$ cat config.mk
export PLATFORM = sky130hd
export DESIGN_NAME = gamepad_serial_responder
export DESIGN_NICKNAME = d
export VERILOG_FILES = /design/src/hdl/gsr_pkg.sv /design/src/hdl/gsr_engine.sv /design/src/hdl/gamepad_serial_responder.sv
export SDC_FILE = /design/constraint.sdc
export NUM_CORES = 1
export LEC_CHECK = 0
export ABC_AREA = 0
export BUFFER_PORTS_ARGS = -buffer_cell sky130_fd_sc_hd__buf_4
export CORE_ASPECT_RATIO = 1.75
export CORE_MARGIN = 2
export CORE_UTILIZATION = 51
export DETAILED_ROUTE_END_ITERATION = 6
export GPL_TIMING_DRIVEN = 0
export PLACE_DENSITY = 0.76
export SLEW_MARGIN = 20
export SYNTH_ARGS = -nofsm -noshare
export SYNTH_HDL_FRONTEND = slang
export SYNTH_SLANG_ARGS = --single-unit
export TNS_END_PERCENT = 5
$ cat constraint.sdc
create_clock -name clk -period 1.93 [get_ports clk]
set_input_delay 0.0965 -clock clk [delete_from_list [all_inputs] [get_ports clk]]
set_output_delay 0.0965 -clock clk [all_outputs]
set_load 0.005 [all_outputs]
$ cat src/hdl/gsr_pkg.sv
// Shared types and constants for the gamepad serial responder.
package gsr_pkg;

  typedef enum logic [1:0] {
    OP_CLOCK  = 2'd0,
    OP_SELECT = 2'd1,
    OP_BUTTON = 2'd2,
    OP_NONE   = 2'd3
  } opcode_t;

  localparam logic [7:0] ADDR_BYTE      = 8'h01;
  localparam logic [7:0] ID_BYTE        = 8'h41;
  localparam logic [7:0] POLL_CMD       = 8'h42;
  localparam logic [7:0] READY_BYTE     = 8'h5A;
  localparam logic [8:0] ACK_DELAY_RST  = 9'd64;

  typedef struct packed {
    logic [15:0] button_bits;
    logic        select_level;
    logic        txd_bit;
    opcode_t     opcode;
  } item_t;

  typedef struct packed {
    logic       pad_active;
    logic       ack_level;
    logic [8:0] ack_delay;
    logic       rxd_bit;
  } result_t;

endpackage

$ cat src/hdl/gsr_engine.sv
// Link protocol engine: exchange state and per-item reply computation.
module gsr_engine (
  input  logic              clk,
  input  logic              rst_n,
  input  logic              accept,
  input  gsr_pkg::item_t    item,
  input  logic [8:0]        ack_pulse_delay,
  output gsr_pkg::result_t  result
);

  typedef enum logic [1:0] {
    PH_ADDRESS = 2'd0,
    PH_COMMAND = 2'd1,
    PH_DONE    = 2'd2,
    PH_ABORT   = 2'd3
  } phase_t;

  logic        select_held_r, select_held_nxt;
  logic [15:0] button_store_r, button_store_nxt;
  phase_t      phase_r, phase_nxt;
  logic [2:0]  bit_index_r, bit_index_nxt;
  logic [7:0]  shift_r, shift_nxt;
  logic [7:0]  reply_bytes_r [3];
  logic [7:0]  reply_bytes_nxt [3];
  logic [1:0]  reply_index_r, reply_index_nxt;
  logic [1:0]  reply_remaining_r, reply_remaining_nxt;

  always_comb begin
    select_held_nxt     = select_held_r;
    button_store_nxt    = button_store_r;
    phase_nxt           = phase_r;
    bit_index_nxt       = bit_index_r;
    shift_nxt           = shift_r;
    reply_bytes_nxt     = reply_bytes_r;
    reply_index_nxt     = reply_index_r;
    reply_remaining_nxt = reply_remaining_r;
    result.rxd_bit      = 1'b1;
    result.ack_delay    = '0;
    result.pad_active   = 1'b0;

    case (item.opcode)
      gsr_pkg::OP_CLOCK: begin
        if (select_held_r) begin
          if (reply_remaining_r != 2'd0 && reply_index_r != 2'd3) begin
            result.rxd_bit = reply_bytes_r[reply_index_r][bit_index_r];
          end
          shift_nxt[bit_index_r] = item.txd_bit;
          bit_index_nxt = bit_index_r + 3'd1;
          if (bit_index_r == 3'd7) begin
            // byte complete: advance reply queue, then act on phase
            if (reply_remaining_r != 2'd0) begin
              reply_index_nxt     = reply_index_r + 2'd1;
              reply_remaining_nxt = reply_remaining_r - 2'd1;
            end
            unique case (phase_r)
              PH_ADDRESS: begin
                if (shift_nxt != gsr_pkg::ADDR_BYTE) begin
                  phase_nxt = PH_ABORT;
                end else begin
                  reply_bytes_nxt[0]  = gsr_pkg::ID_BYTE;
                  reply_index_nxt     = 2'd0;
                  reply_remaining_nxt = 2'd1;
                  phase_nxt           = PH_COMMAND;
                end
              end
              PH_COMMAND: begin
                reply_bytes_nxt[0] = gsr_pkg::READY_BYTE;
                reply_index_nxt    = 2'd0;
                if (shift_nxt == gsr_pkg::POLL_CMD) begin
                  reply_bytes_nxt[1]  = ~button_store_r[7:0];
                  reply_bytes_nxt[2]  = ~button_store_r[15:8];
                  reply_remaining_nxt = 2'd3;
                  phase_nxt           = PH_DONE;
                  result.pad_active   = 1'b1;
                end else begin
                  reply_bytes_nxt[1]  = '0;
                  reply_bytes_nxt[2]  = '0;
                  reply_remaining_nxt = 2'd0;
                  phase_nxt           = PH_ABORT;
                end
              end
              default: begin
              end
            endcase
            if (reply_remaining_nxt != 2'd0) begin
              result.ack_delay = ack_pulse_delay;
            end
          end
        end
      end
      gsr_pkg::OP_SELECT: begin
        if (!select_held_r && item.select_level) begin
          phase_nxt           = PH_ADDRESS;
          bit_index_nxt       = 3'd0;
          reply_index_nxt     = 2'd0;
          reply_remaining_nxt = 2'd0;
        end
        select_held_nxt = item.select_level;
      end
      gsr_pkg::OP_BUTTON: begin
        button_store_nxt = item.button_bits;
      end
      default: begin
      end
    endcase

    // DSR level reflects state after this item
    result.ack_level = select_held_nxt && (bit_index_nxt == 3'd0) &&
                       (reply_remaining_nxt != 2'd0);
  end

  always_ff @(posedge clk) begin
    if (!rst_n) begin
      select_held_r     <= 1'b0;
      button_store_r    <= '0;
      phase_r           <= PH_ADDRESS;
      bit_index_r       <= '0;
      shift_r           <= '0;
      reply_bytes_r     <= '{default: '0};
      reply_index_r     <= '0;
      reply_remaining_r <= '0;
    end else if (accept) begin
      select_held_r     <= select_held_nxt;
      button_store_r    <= button_store_nxt;
      phase_r           <= phase_nxt;
      bit_index_r       <= bit_index_nxt;
      shift_r           <= shift_nxt;
      reply_bytes_r     <= reply_bytes_nxt;
      reply_index_r     <= reply_index_nxt;
      reply_remaining_r <= reply_remaining_nxt;
    end
  end

endmodule

$ cat src/hdl/gamepad_serial_responder.sv
// Top level of the gamepad serial responder: stream ports, config and result register.
//
//  Channel | Direction | Handshake          | Payload
//  in_     | slave     | in_tvalid/tready   | tuser opcode, tdata txd/select/buttons
//  out_    | master    | out_tvalid/tready  | tdata rxd/ack_delay/ack_level/pad_active
//  cfg_    | write     | cfg_we             | cfg_wdata ack_pulse_delay
//
// One item per cycle unless out_tready stalls; the accepting edge loads its result.
// The result register is the only stage: in_tready is high when it is empty
// or being drained in the same cycle.
// Reset is synchronous; it clears the exchange state and buttons and returns
// the ack delay to its default.
// A stalled out_tready holds the result and blocks new items.
module gamepad_serial_responder (
  input  logic        clk,
  input  logic        rst_n,
  input  logic        in_tvalid,
  output logic        in_tready,
  input  logic [1:0]  in_tuser,   // [1:0] opcode
  input  logic [23:0] in_tdata,   // [0] txd_bit, [1] select_level, [17:2] button_bits, pad 0
  output logic        out_tvalid,
  input  logic        out_tready,
  output logic [15:0] out_tdata,  // [0] rxd_bit, [9:1] ack_delay, [10] ack_level,
                                  // [11] pad_active, pad 0
  input  logic        cfg_we,
  input  logic [8:0]  cfg_wdata
);

  logic              accept;
  gsr_pkg::item_t    item;
  gsr_pkg::result_t  result;
  gsr_pkg::result_t  result_r;
  logic              out_valid_r;
  logic [8:0]        ack_pulse_delay_r;

  assign in_tready = !out_valid_r || out_tready;
  assign accept    = in_tvalid && in_tready;

  assign item.opcode       = gsr_pkg::opcode_t'(in_tuser);
  assign item.txd_bit      = in_tdata[0];
  assign item.select_level = in_tdata[1];
  assign item.button_bits  = in_tdata[17:2];

  gsr_engine u_engine (
    .clk             (clk),
    .rst_n           (rst_n),
    .accept          (accept),
    .item            (item),
    .ack_pulse_delay (ack_pulse_delay_r),
    .result          (result)
  );

  always_ff @(posedge clk) begin
    if (!rst_n) begin
      ack_pulse_delay_r <= gsr_pkg::ACK_DELAY_RST;
    end else if (cfg_we) begin
      ack_pulse_delay_r <= cfg_wdata;
    end
  end

  always_ff @(posedge clk) begin
    if (!rst_n) begin
      out_valid_r <= 1'b0;
    end else if (accept) begin
      out_valid_r <= 1'b1;
    end else if (out_tready) begin
      out_valid_r <= 1'b0;
    end
  end

  // payload: load on accept only
  always_ff @(posedge clk) begin
    if (accept) begin
      result_r <= result;
    end
  end

  assign out_tvalid = out_valid_r;
  assign out_tdata  = {4'b0000, result_r};

endmodule

==> flow_summary_export.csv, run 1 <==
group,metric,value,unit
floorplanning,ios,58,
floorplanning,initial_core_util,0.519,
route,vias,3083,
worst_setup_path,worst-r2r-cell-count,8,
worst_setup_path,critPathSlowestCell,"dfxtp_4",
yosys,seq_area_frac_synth,0.441,
placed_design,placed_cells,519,
cts,path_clk_slew,0.06,ns
worst_setup_path,slowest_delay,0.35,ns
yosys,ys_top_cells_by_area,"dfxtp_1 34%, edfxtp_1 9.8%, nor2b_1 9.7%",
power_and_ir_drop,ir_worst_vdd,605,uV
yosys,synth_top_area_frac,0.343,
global_route,track_usage,0.227,
cts,cts_buffers,9,
cts,cts_tree,"done",
sta,fin_skew,0.00590,ns
placed_design,place.gp.congestion,0.826,
route,dr.pass1.iters,7,
power_and_ir_drop,power_density,773,nW/um^2
worst_setup_path,crit_chain,"buf_4 -> nor3b_2 -> a22o_1 -> o211a_4 -> nand4b_4 -> a21bo_4 -> a21oi_4 -> and2_4",
sta,tns,-0.571,ns
placed_design,pre_cts_slack,-0.460,ns
cts,clock_latency,0.34,ns
worst_setup_path,crit_fanout,5,
worst_setup_path,r2r_slack,-0.08,ns
yosys,synth_top_flop_cell,"dfxtp_1",
worst_setup_path,critPathRequiredTime,2.15,ns
floorplanning,rows,41,
sta,fmax,498,MHz
sta,finalWorstSetupSlack,-0.0794,ns
yosys,synth-edff-count,12,
yosys,synth_cell_types,56,
cells_and_area,drive_above_1_share,0.308,
cts,clock-sinks,75,
route,totalWireLength,8750,um
cts,clk_path_buf_depth,2,
yosys,post_synth.cell_area_avg,9.52,sq um
global_route,grt_pass1_vias,2910,
sta,finalHoldViolations,0,
worst_setup_path,crit_type,"reg -> reg",
route,postRouteAntennaNets,0,
worst_setup_path,end_kind,"flop",
yosys,yosysTopAreaCell,"dfxtp_1",
sta,relSlewSlack,0.528,
power_and_ir_drop,p_leak,1.94,nW
cells_and_area,n_antenna_cell,0,
cts,clockRootBuffer,"clkbuf_16",
yosys,synth_common_cells,"63 x dfxtp_1, 57 x nor2b_1, 35 x mux2i_1, 29 x a21oi_1, 25 x nor3_1",
worst_setup_path,cp-start-kind,"flop",
floorplanning,die-area,7920,sq um
yosys,async_flop_share,0,
worst_hold_path,hold_class,"in -> reg",
cts,htreeDepth,3,
yosys,netlist_area,3670,sq um
yosys,syn_inst,386,
cells_and_area,fin_nets,499,
sta,whs,0.00776,ns
global_route,antenna_found_initial,0,
yosys,yosysMostFrequentCell,"dfxtp_1",
global_route,grt_pass1_wl,13400,um
power_and_ir_drop,power,3.74,mW
sta,fin_crit,2.01,ns
sta,slew_violations,0,
yosys,synth_seq_cells,75,
global_route,grt_max_degree,16,
run_status,violations,"negative setup slack",
route,avgRoutedWirePerCell,16.0,um
sta,fin_crit_sh,1.04,
global_route,overflow,0,
cells_and_area,area_growth,31.6,%
floorplanning,fp.dieH,116,um
route,avgViaCountPerCell,5.64,
sta,grt_setup_unrepaired,"yes",
placed_design,dpl.hpwl,5700,um
yosys,ys_warn_count,0,
sta,worstMarginPinSlew,0.702,ns
route,drc,0,
cells_and_area,stdcell_count,547,
floorplanning,die_w,68.2,um
route,drtIter0Drc,297,
run,drv_cap,0,
floorplanning,core_area,7080,sq um
placed_design,port_buffers,44,
worst_setup_path,cp.arrival,2.23,ns
run_status,status,"finished with violations",
sta,setup_viol,14,
worst_hold_path,min_path_cells,3,
-- report_power, final --
part / internal (mW) / switching [mW] / leakage [nW] / total (mW)
Clock: 1.21 / 0.618 / 0.159 / 1.83
Sequential: 1.62 / 0.0203 / 0.632 / 1.64
Combinational: 0.137 / 0.128 / 1.15 / 0.265
Total: 2.97 / 0.767 / 1.94 / 3.74
-- cell type report --
class	instances	area (sq um)
Inverter	6	26.3
Clock buffer	13	262
Buffer	28	210
Sequential cell	75	1630
Clock inverter	3	68.8
Tap cell	86	108
Multi-Input combinational cell	280	2100
Timing Repair Buffer	56	430
Fill cell	553	2240
-- worst paths after layout --
path | start | endpoint
hold reg to reg | ack_pulse_delay_r[6]$_SDFFE_PN1P_ | ack_pulse_delay_r[6]$_SDFFE_PN1P_
setup reg to reg | u_engine.bit_index_r[2]$_SDFFE_PN0P_ | out_tdata[5]$_SDFFCE_PN0P_
hold / removal | in_tdata[9] | u_engine.button_store_r[7]$_SDFFE_PN0P_
setup / recovery | u_engine.bit_index_r[2]$_SDFFE_PN0P_ | out_tdata[5]$_SDFFCE_PN0P_
-- layer usage --
metal  wire length [um]  up-vias  global-route usage
li1                   -     1493                   -
met1               3240     1454               0.241
met2               4880      114               0.399
met3                426       22              0.0549
met4                206        0               0.123
met5                  0        -                   0
-- per-stage QoR --
step	util	area [sq um]
after CTS	0.656	4640
after detailed placement	0.582	4120
after global routing	0.683	4840
after floorplan	-	3680
after global placement	0.582	4120
final	0.683	4840
-- kinds of logic after synthesis --
kind of cell,count (synthesis),synth area share
adders and majority gates,3,0.0102
DFF,75,0.441
and+or+nand+nor,159,0.250
other,1,0.00102
buffers and inverters,35,0.0494
AOI/OAI and AO/OA,73,0.131
muxes,40,0.117
-- worst max-delay path: cells and delay by family (launching register included) --
family | cells | cell delay, ns
AND/OR/NAND/NOR | 3 | 0.47
AO/OA/AOI/OAI | 4 | 0.90
flip-flops | 1 | 0.35
buffers and inverters | 1 | 0.15
-- repair_timing --
| action | 4_1_cts | 5_1_grt |
|---|---|---|
| gates cloned | 2 | 0 |
| resized for setup | 34 | 42 |
| buffers inserted | 4 | 6 |
| endpoints found under the hold margin | 1 | 0 |
| pin swaps | 7 | 23 |
| hold buffers | 1 | 0 |
| setup endpoints to repair | 36 | 43 |
-- cells in the final DEF, fill, tap and decap left out, drive strengths merged, types with 10 or more instances in the layout --
master	count
a21oi	31
and2	10
buf	68
clkbuf	28
dfxtp	63
edfxtp	12
mux2i	36
nand2	17
nor2	18
nor2b	57
nor3	25
o21ai	14
-- sequential cells by signal, indices dropped and copies added, names as in the netlist --
name / count
u_engine.select_held_r: 1
out_tvalid: 1
u_engine.reply_index_r: 2
u_engine.reply_remaining_r: 2
ack_pulse_delay_r: 9
u_engine.reply_bytes_r: 19
u_engine.button_store_r: 16
out_tdata: 12
u_engine.phase_r: 2
u_engine.bit_index_r: 3
u_engine.shift_r: 8
No activity file was read; power rests on OpenSTA's default activity.
==> inputs of run 2 (changes only) <==
==> constraint.sdc (replaced) <==
create_clock -name clk -period 1.93 [get_ports clk]
set_input_delay 0.386 -clock clk [delete_from_list [all_inputs] [get_ports clk]]
set_output_delay 0.386 -clock clk [all_outputs]
set_load 0.005 [all_outputs]
==> run 2 against run 1 <==
Against the previous run:
- the run still ends with negative setup slack left
- global-route usage barely moved
- sequential power barely moved
- highest routed layer unchanged
- routed wire length rose by 0.15%
- critical path depth rose by 1
- critical endpoint unchanged
- clock power barely moved
- power barely moved
- register-to-register slack barely moved
- largest cell class unchanged
- setup slack got worse by 0.0090 ns
- die area did not move
- sequential share of layout area rose by 0.070 points
- maximum frequency fell by 0.45%
==> flow_summary_export.csv, run 2 (synthesis results as in run 1) <==
group,metric,value,unit
worst_setup_path,crit_path_start,"u_engine.bit_index_r[2]$_SDFFE_PN0P_",
floorplanning,die-area,7920,sq um
cells_and_area,final_common_cell,"dfxtp_1",
cts,cts_buffers,9,
sta,finalHoldViolations,0,
worst_setup_path,r2r_end,"out_tdata[5]$_SDFFCE_PN0P_",
route,vias,3103,
run_status,violations,"negative setup slack",
cts,path_clk_slew,0.06,ns
global_route,overflow,0,
route,dr.pass1.iters,5,
global_route,grt_max_degree,16,
sta,whs,0.263,ns
sta,fin_crit,2.02,ns
sta,fmax,495,MHz
cells_and_area,final_cell_mix,"60 x dfxtp_1, 58 x buf_4, 55 x nor2b_1",
global_route,grt_pass1_wl,13300,um
worst_setup_path,critPathRequiredTime,2.15,ns
worst_setup_path,crit_type,"reg -> reg",
floorplanning,core_area,7080,sq um
cts,cts_tree,"done",
cells_and_area,area_growth,31.4,%
cts,clk_path_buf_depth,2,
worst_hold_path,min_path_cells,3,
power_and_ir_drop,ir_worst_vdd,606,uV
worst_hold_path,hold_end,"ack_pulse_delay_r[6]$_SDFFE_PN1P_",
worst_setup_path,end_kind,"flop",
cells_and_area,stdcell_count,546,
run,drv_cap,0,
route,totalWireLength,8760,um
worst_setup_path,cp-start-kind,"flop",
cells_and_area,drive_above_1_share,0.309,
floorplanning,ios,58,
placed_design,port_buffers,44,
sta,worstMarginPinSlew,0.693,ns
cells_and_area,n_antenna_cell,0,
power_and_ir_drop,p_comb_frac,0.070,
cells_and_area,fin_util,0.682,
global_route,antenna_found_initial,0,
sta,fin_skew,0.00588,ns
route,avgRoutedWirePerCell,16.0,um
cells_and_area,largest_register,"u_engine.reply_bytes_r",
global_route,grt_pass1_vias,2907,
power_and_ir_drop,pwr-share-seq,0.439,
floorplanning,die_w,68.2,um
route,avgViaCountPerCell,5.68,
cts,clock_latency,0.34,ns
cts,hold_buffers,0,
sta,grt_setup_unrepaired,"yes",
floorplanning,initial_core_util,0.519,
power_and_ir_drop,sw_frac_of_total,0.206,
worst_setup_path,worst-r2r-cell-count,9,
power_and_ir_drop,clkPwrFrac,0.491,
power_and_ir_drop,power_density,775,nW/um^2
placed_design,dpl.hpwl,5700,um
floorplanning,fp.dieH,116,um
cts,htreeDepth,3,
route,drc,0,
sta,relSlewSlack,0.534,
placed_design,place.gp.congestion,0.826,
placed_design,placed_cells,519,
power_and_ir_drop,p_int,2.97,mW
worst_hold_path,hold_class,"in -> reg",
sta,slew_violations,0,
placed_design,pre_cts_slack,-0.460,ns
worst_setup_path,r2r-start,"u_engine.bit_index_r[2]$_SDFFE_PN0P_",
global_route,track_usage,0.227,
floorplanning,rows,41,
worst_setup_path,cp.arrival,2.23,ns
power_and_ir_drop,power,3.74,mW
route,postRouteAntennaNets,0,
power_and_ir_drop,switching_power,770,uW
sta,setup_viol,14,
worst_hold_path,min_from,"cfg_wdata[6]",
route,drtIter0Drc,316,
cts,clockRootBuffer,"clkbuf_16",
sta,finalWorstSetupSlack,-0.0884,ns
worst_setup_path,r2r_slack,-0.09,ns
cells_and_area,largest_reg_flops,19,
cells_and_area,fin_nets,498,
cts,clock-sinks,75,
run_status,status,"finished with violations",
power_and_ir_drop,p_leak,1.94,nW
worst_setup_path,crit_fanout,10,
sta,fin_crit_sh,1.05,
run 2: changes by cell type in the layout (fill, tap and decap cells not counted):
cell	previous run	this run
dlygate4sd3_1	1	0
run 2: area by class of cell:
cell class                 count  area (sq um)
inverter                       6          26.3
buffer                        28           210
fill                         554          2250
sequential                    75          1630
tap                           86           108
timing repair buffer          55           420
clock buffer                  13           262
multi-input combinational    280          2100
clock inverter                 3          68.8
run 2: metrics by stage:
| stage | area [sq um] | setup TNS (ns) |
|---|---|---|
| CTS | 4630 | -0.542 |
| finish | 4830 | -0.627 |
| global route | 4830 | -1.97 |
| detailed placement | 4120 | -11.34 |
| floorplan | 3680 | 0 |
| global placement | 4120 | -10.25 |
run 2: how the worst max path moves through the flow:
| stage | cells past startpoint | to | slack [ns] |
|---|---|---|---|
| finish | 9 | out_tdata[5]$_SDFFCE_PN0P_ | -0.09 |
| CTS | 9 | out_tdata[2]$_SDFFCE_PN0P_ | -0.07 |
| global placement | 9 | u_engine.reply_bytes_r[5]$_SDFFE_PN0P_ | -0.38 |
| detailed placement | 9 | u_engine.reply_bytes_r[6]$_SDFFE_PN0P_ | -0.46 |
| floorplan | 8 | out_tdata[10]$_DFFE_PP_ | 0.002 |
| global route | 8 | out_tdata[8]$_SDFFCE_PN0P_ | -0.14 |
run 2: what timing repair did:
| action | in CTS | in global routing |
|---|---|---|
| setup buffers | 4 | 6 |
| pin swaps | 7 | 23 |
| resized for setup | 34 | 42 |
| endpoints found under the setup margin | 36 | 43 |
| cloned | 2 | 0 |
run 2: power groups by stage:
stage / Combinational (mW) / Sequential [mW] / Clock (mW)
finish: 0.262 / 1.64 / 1.84
global route: 0.286 / 1.64 / 1.92
CTS: 0.253 / 1.64 / 1.85
detailed placement: 0.239 / 1.68 / 0
global placement: 0.236 / 1.67 / 0
floorplan: 0.137 / 1.67 / 0
run 2: critical path: stages, from the launching register on:
cell and delay [ns]:
dfxtp_4 0.35, buf_6 0.13, buf_8 0.14, nor3_4 0.16, nand3b_1 0.09, o211ai_1 0.16
nand3b_4 0.16, or2_4 0.30, a21oi_4 0.21, and2_4 0.17
run 2: per-layer routing:
| layer | global-route usage | part of all wire | wire, um | vias to the layer above |
|---|---|---|---|---|
| met4 | 0.123 | 0.026 | 230 | 0 |
| met2 | 0.399 | 0.56 | 4870 | 117 |
| met3 | 0.0549 | 0.050 | 436 | 26 |
| met5 | 0 | 0 | 0 | - |
| met1 | 0.240 | 0.37 | 3230 | 1466 |
| li1 | - | - | - | 1494 |
